### config.mk
export PLATFORM = sky130hd
export DESIGN_NAME = vfc_cell
export DESIGN_NICKNAME = d
export VERILOG_FILES = /design/src/hdl/vfc_pkg.sv /design/src/hdl/vfc_cell.sv
export SDC_FILE = /design/constraint.sdc
export NUM_CORES = 2
export LEC_CHECK = 0
export ABC_CLOCK_PERIOD_IN_PS = 4300
export BUFFER_PORTS_ARGS = -buffer_cell sky130_fd_sc_hd__buf_2
export CORE_MARGIN = 1
export CORE_UTILIZATION = 25
export DETAILED_ROUTE_END_ITERATION = 10
export SYNTH_ARGS = -nofsm -noshare
export SYNTH_HDL_FRONTEND = slang
export SYNTH_SLANG_ARGS = --single-unit
### constraint.sdc
create_clock -name clk_i -period 4.3 [get_ports clk_i]
set_input_delay 0.215 -clock clk_i [delete_from_list [all_inputs] [get_ports clk_i]]
set_output_delay 0.215 -clock clk_i [all_outputs]
set_load 0.01 [all_outputs]
### src/hdl/vfc_pkg.sv
package vfc_pkg;

  localparam int unsigned NUM_PLANES = 6;
  localparam int unsigned IDX_W      = 3;

  // object kind codes
  localparam logic [1:0] FUNC_POINT  = 2'd0;
  localparam logic [1:0] FUNC_SPHERE = 2'd1;
  localparam logic [1:0] FUNC_BOX    = 2'd2;
  localparam logic [1:0] FUNC_NONE   = 2'd3;

  // plane register indexes
  localparam logic [IDX_W-1:0] REG_LEFT   = 3'd0;
  localparam logic [IDX_W-1:0] REG_RIGHT  = 3'd1;
  localparam logic [IDX_W-1:0] REG_TOP    = 3'd2;
  localparam logic [IDX_W-1:0] REG_BOTTOM = 3'd3;
  localparam logic [IDX_W-1:0] REG_NEAR   = 3'd4;
  localparam logic [IDX_W-1:0] REG_FAR    = 3'd5;

  typedef struct packed {
    logic signed [21:0] d;
    logic signed [13:0] nz;
    logic signed [13:0] ny;
    logic signed [13:0] nx;
  } plane_t;

  typedef struct packed {
    logic [1:0]         func;
    logic signed [15:0] pos_x;
    logic signed [15:0] pos_y;
    logic signed [15:0] pos_z;
    logic [14:0]        ext_x;
    logic [14:0]        ext_y;
    logic [14:0]        ext_z;
    logic               culled;
  } item_t;

endpackage

### src/hdl/vfc_cell.sv
module vfc_cell import vfc_pkg::*; (
  input  logic   clk_i,
  input  logic   rst_ni,
  input  logic   en_i,
  input  plane_t plane_i,
  input  logic   valid_i,
  input  item_t  item_i,
  output logic   valid_o,
  output item_t  item_o
);

  logic signed [16:0] cx, cy, cz;
  logic signed [16:0] ex, ey, ez;
  logic signed [22:0] off_d;
  logic signed [30:0] prod_x_d, prod_y_d, prod_z_d;
  logic signed [30:0] prod_x_q, prod_y_q, prod_z_q;
  logic signed [22:0] off_q;
  logic               v1_q, v2_q;
  item_t              item1_q, item2_q, item2_d;
  logic signed [35:0] plane_dist;
  logic               is_box;

  assign ex     = $signed({2'b00, item_i.ext_x});
  assign ey     = $signed({2'b00, item_i.ext_y});
  assign ez     = $signed({2'b00, item_i.ext_z});
  assign is_box = (item_i.func == FUNC_BOX);

  // box: take the corner farthest along the normal, per axis
  always_comb begin
    cx = 17'(item_i.pos_x);
    cy = 17'(item_i.pos_y);
    cz = 17'(item_i.pos_z);
    if (is_box) begin
      cx = plane_i.nx[13] ? cx - ex : cx + ex;
      cy = plane_i.ny[13] ? cy - ey : cy + ey;
      cz = plane_i.nz[13] ? cz - ez : cz + ez;
    end
    // sphere: dist < -r becomes dist + r < 0
    off_d = 23'(plane_i.d);
    if (item_i.func == FUNC_SPHERE) begin
      off_d = off_d + 23'(ex);
    end
    prod_x_d = 31'(cx) * 31'(plane_i.nx);
    prod_y_d = 31'(cy) * 31'(plane_i.ny);
    prod_z_d = 31'(cz) * 31'(plane_i.nz);
  end

  always_ff @(posedge clk_i) begin
    if (en_i) begin
      prod_x_q <= prod_x_d;
      prod_y_q <= prod_y_d;
      prod_z_q <= prod_z_d;
      off_q    <= off_d;
      item1_q  <= item_i;
      item2_q  <= item2_d;
    end
  end

  always_ff @(posedge clk_i or negedge rst_ni) begin
    if (!rst_ni) begin
      v1_q <= 1'b0;
      v2_q <= 1'b0;
    end else if (en_i) begin
      v1_q <= valid_i;
      v2_q <= v1_q;
    end
  end

  always_comb begin
    plane_dist = 36'(prod_x_q) + 36'(prod_y_q) + 36'(prod_z_q)
               + 36'($signed({off_q, 12'b0}));
    item2_d = item1_q;
    if (item1_q.func != FUNC_NONE && plane_dist[35]) begin
      item2_d.culled = 1'b1;
    end
  end

  assign valid_o = v2_q;
  assign item_o  = item2_q;

endmodule
# After elaboration in Yosys (flattened, before gate mapping)
# Cells that the tools add are included.
# Widths: inputs -> output; s select.
# totals
register_bits	310
latch_bits	0
mem_bits_rw	0
mem_bits_ro	0
in_bits	164
output_inout_bits	97
word_cells	46
n_memories	0
# classes
addsub	10
n_mul	3
div_mod_pow	0
n_lt_le_gt_ge	0
eq_ne	3
shift	0
mux	7
n_bitwise	0
n_reduce_logical	1
# op_table
cell	n
$mux 17	6
$mul 17x14->31	3
$add 16x16->17	3
$sub 16x16->17	3
$add 33x35->36	1
$add 32x31->33	1
$add 31x31->32	1
$add 22x16->23	1
$mux 23	1
$eq 2x1->1 const B	1
$eq 2x2->1 const B	1
$ne 2x2->1 const B	1
$logic_and 1x1->1	1

# Depth between registers and ports, before layout
# logic_depth
depth_word	4
depth_mapped	38
mapped_depth_nobuf	37

# Worst setup path after synthesis
# Ideal clock, no wire load.
# synth_timing
kind	input to register
startpoint	in item_i[38] in the netlist's numbering
endpoint	reg prod_x_q[27] (data pin)
setup_time_ps	274
arrival_ps	8443
t_required_ps	4026
path_slack_ps	-4417
stages	32
path_buffers	1
cell_sequence	or4_1 -> nor4_1 -> nor2_1 -> xnor2_1 -> ha_1 -> a21o_1 -> or3_1 -> o221a_2 -> o21ai_0 -> nand2b_1 -> xnor2_1 -> o21ai_0 -> clkbuf_1 -> and2_1 -> fa_1 -> fa_1 -> fa_1 -> fa_1 -> fa_1 -> inv_1 -> fa_1 -> inv_1 -> ha_1 -> o211ai_1 -> nor2_1 -> a211oi_1 -> and2b_2 -> a311oi_2 -> o21ai_2 -> a221o_1 -> a21oi_1 -> o311ai_1
# synth_between
elab_chain_len	4
word_cells_on_any_way	5
cone_classes	add/sub (2); mul (1); mux (2)
# synth_rtl
element	line	text
start, declared	vfc_cell.sv:7	input item_t item_i,
$add 16x16->17 or $sub 16x16->17 (tied branches)	vfc_cell.sv:34	cx = plane_i.nx[13] ? cx - ex : cx + ex;
$mux 17 *	vfc_cell.sv:34	
$mux 17 *	vfc_cell.sv:33	if (is_box) begin
$mul 17x14->31 *	vfc_cell.sv:43	prod_x_d = 31'(cx) * 31'(plane_i.nx);
net prod_x_d[27]	vfc_cell.sv:15	logic signed [30:0] prod_x_d, prod_y_d, prod_z_d;
end signal, assigned	vfc_cell.sv:50	prod_x_q <= prod_x_d;
end, declared	vfc_cell.sv:16	logic signed [30:0] prod_x_q, prod_y_q, prod_z_q;
# Mark *: on every way through the listed nets, which the timed path passes. The rest lies on a longest branch.
# A chain may end at the register's enable or synchronous reset.

# Worst setup path after layout
# layout_timing
startpoint	in item_i[34] in the netlist's numbering
endpoint	reg prod_x_q[27] (data pin)
# The elaborated chain is that of the path after synthesis.

==> flow_metrics.tcl <==
set metrics [dict create \
    drc 0 \
    crit_slowest_cell "fa_1" \
    place_congestion 0.873 \
    drive_gt1_share_pct 33.3 \
    drt_first_iter_violations 1523 \
    die_x_um 412 \
    synth_top_family_by_area "adder cells" \
    clock-root-buffer "clkbuf_16" \
    grt_setup_unrepaired "true" \
    grt-ovfl-total 0 \
    synth_edf_count 308 \
    status "complete, but fails checks" \
    numPortBuffers 260 \
    hold_viol 0 \
    criticalPathCategory "in -> reg" \
    wl_per_cell_um 16.1 \
    startpoint_type "input port" \
    cts.reportedPaths.clkPinSlew_ns 0.06 \
    yosysTopAreaCell "fa_1" \
    cts_inserted_buffers 41 \
    fp.dieArea_sq_mm 0.170 \
    wl_mm 120 \
    seq_area_frac_synth_pct 22.1 \
    critPathCaptureType "flop" \
    violations "setup timing" \
    drv_slew 0 \
    dp.cells 7140 \
    cts_sinks 310 \
    syn_nets 5294 \
    core_area_sq_mm 0.167 \
    fin_tns_setup_ns -209.18 \
    yosysWarnings 0 \
    cts_max_path_buffers 3 \
    antenna_found_initial 21 \
    yosysTopAreaCellShare_pct 35.7 \
    fillers 16648 \
    min_period_ns 7.92 \
    rows 150 \
    synthXorXnorAreaFrac_pct 4.10 \
    initial_utilization_pct 25.2 \
    fin_crit_sh_pct 184 \
    arrival_ns 8.32 \
    hold_slack_ns 0.0262 \
    min_path_type "in -> reg" \
    yosysUniqueCellTypes 83 \
    ctsHtreeMaxLevel 2 \
    dr.pass1.iters 7 \
    dp_hpwl_mm 99.8 \
    synthTopCellsByArea "fa_1, edfxtp_1, ha_1, inv_1, and2_1" \
    area_growth_pct 38.7 \
    setup_violations 80 \
    ant_nets 0 \
    ys_ff_latch 310 \
    max_freq_mhz 126 \
    finalWorstSetupSlack_ns -3.62 \
    synth_commonest_cells "inv_1, fa_1, nand2_1" \
    cp.required_ns 4.71 \
    clk_latency_ns 0.62 \
    syn_area_sq_mm 0.0420 \
    synthMuxAreaShare_pct 0.411 \
    cpPeakStageDelay_ns 0.57 \
    layout.nets 6434 \
    path_max_fanout 3 \
    cts_tree "done" \
    seqCellArea_sq_mm 0.00930 \
    fin_skew_ns 0.0141 \
    viasPerCell 4.33 \
    fin_cells 7432 \
    avgSynthCellArea_sq_um 10.4 \
    drv_cap 0 \
    die_y_um 412 \
    async_reset_ff_share_pct 0.645 \
    relSlewSlack_pct 27.1 \
    synthFlopType "edfxtp_1" \
    path_common_cell "fa_1" \
    grt_first_pass_wirelength_mm 192 \
    syn_inst 4052 \
    synth-compound-area-share_pct 6.70 \
    yosysMostFrequentCell "inv_1" \
    grtUsageTotal_pct 14.3 \
    grt_max_degree 101 \
    grt_pass1_vias 35195 \
    synth-simple-area-share_pct 12.9 \
    multi_input_area_sq_mm 0.0324 \
    place_ws_ns -4.60 \
    vias 32147 \
    pin_count 261 \
    synthAdderAreaFrac_pct 45.5 \
    worstMarginPinSlew_ns 1.09 \
]
cell usage in the layout, fill, tap and decap left out, types with 22 or more instances in the layout:
cell type | netlist | routed
a21o_1 | 49 | 48
a21oi_1 | 116 | 55
a21oi_2 | 1 | 50
and2_1 | 323 | 280
and2_4 | 0 | 43
buf_2 | 1 | 247
buf_4 | 3 | 739
buf_6 | 0 | 94
clkbuf_16 | 0 | 41
dlygate4sd3_1 | 0 | 113
edfxtp_1 | 308 | 308
fa_1 | 749 | 721
fa_2 | 0 | 28
ha_1 | 329 | 251
ha_4 | 0 | 71
inv_1 | 806 | 735
inv_2 | 0 | 62
nand2_1 | 430 | 405
nand2b_1 | 28 | 25
nor2_1 | 131 | 102
nor2b_1 | 42 | 36
o21a_1 | 24 | 23
o21ai_0 | 97 | 38
o21ai_1 | 2 | 22
o21ai_2 | 1 | 36
xnor2_1 | 152 | 116
xnor2_2 | 1 | 29
xor2_1 | 41 | 32
per-stage QoR:
| stage | instance area [sq um] | utilization, % |
|---|---|---|
| after floorplan | 43600 | - |
| after global placement | 52700 | 31.6 |
| after detailed placement | 52700 | 31.6 |
| after CTS | 57300 | 34.3 |
| after global routing | 58300 | 34.9 |
| final | 58300 | 34.9 |
timing repair:
action,4_1_cts,5_1_grt
gates resized for setup,377,168
hold endpoints to repair,113,0
endpoints found under the setup margin,81,81
hold buffers,113,0
buffers inserted,124,52
pin swaps,324,185
routing by layer:
layer / vias up / routed length (um) / GRT usage [%] / share of wire (%)
met1: 16409 / 52900 / 19.0 / 44
li1: 14990 / - / - / -
met2: 607 / 59000 / 24.4 / 49
met3: 133 / 5270 / 2.18 / 4.4
met4: 8 / 2640 / 3.26 / 2.2
met5: - / 40 / 0 / 0.033
final cells by class:
type | instances | share of cell area (%)
multi-input combinational | 2812 | 55.6
timing repair buffer | 1219 | 16.2
sequential | 310 | 15.9
inverter | 808 | 5.25
tap | 2204 | 4.73
clock buffer | 49 | 1.86
clock inverter | 24 | 0.386
antenna | 6 | 0.0258
flip-flops by register name, summed over array words and instances, names as in the netlist:
register  flops
v1_q          1
prod_y_q     31
item1_q      96
prod_x_q     31
prod_z_q     31
valid_o       1
off_q        23
item_o       96
final timing paths:
check	depth (start not counted)	end	startpoint	slack (ns)
max	35	prod_x_q[27]	item_i[34]	-3.62
min	2	item1_q[93]	item_i[93]	0.03
max reg2reg	12	item_o[0]	prod_z_q[16]	0.45
min reg2reg	0	item_o[91]	item1_q[91]	0.41
max in group asynchronous	3	v1_q	rst_ni	3.67
min in group asynchronous	3	valid_o	rst_ni	0.49
cell families after synthesis:
kind of cell | after synthesis
AOI/OAI and AO/OA | 432
xor gates and xnor gates | 195
adders and majority gates | 1078
buffers and inverters | 930
DFF | 310
muxes | 16
and+or+nand+nor | 1091
critical path: cells and delay by family:
family,cells,cell delay (ns)
AOI/OAI and AO/OA,11,2.23
buffers and inverters,5,0.45
xor gates and xnor gates,2,0.38
adders and majority gates,8,3.15
and+or+nand+nor,9,1.86
Power is not shown: default switching activity piles up to over one toggle a cycle in this logic, so the estimate is an artifact.
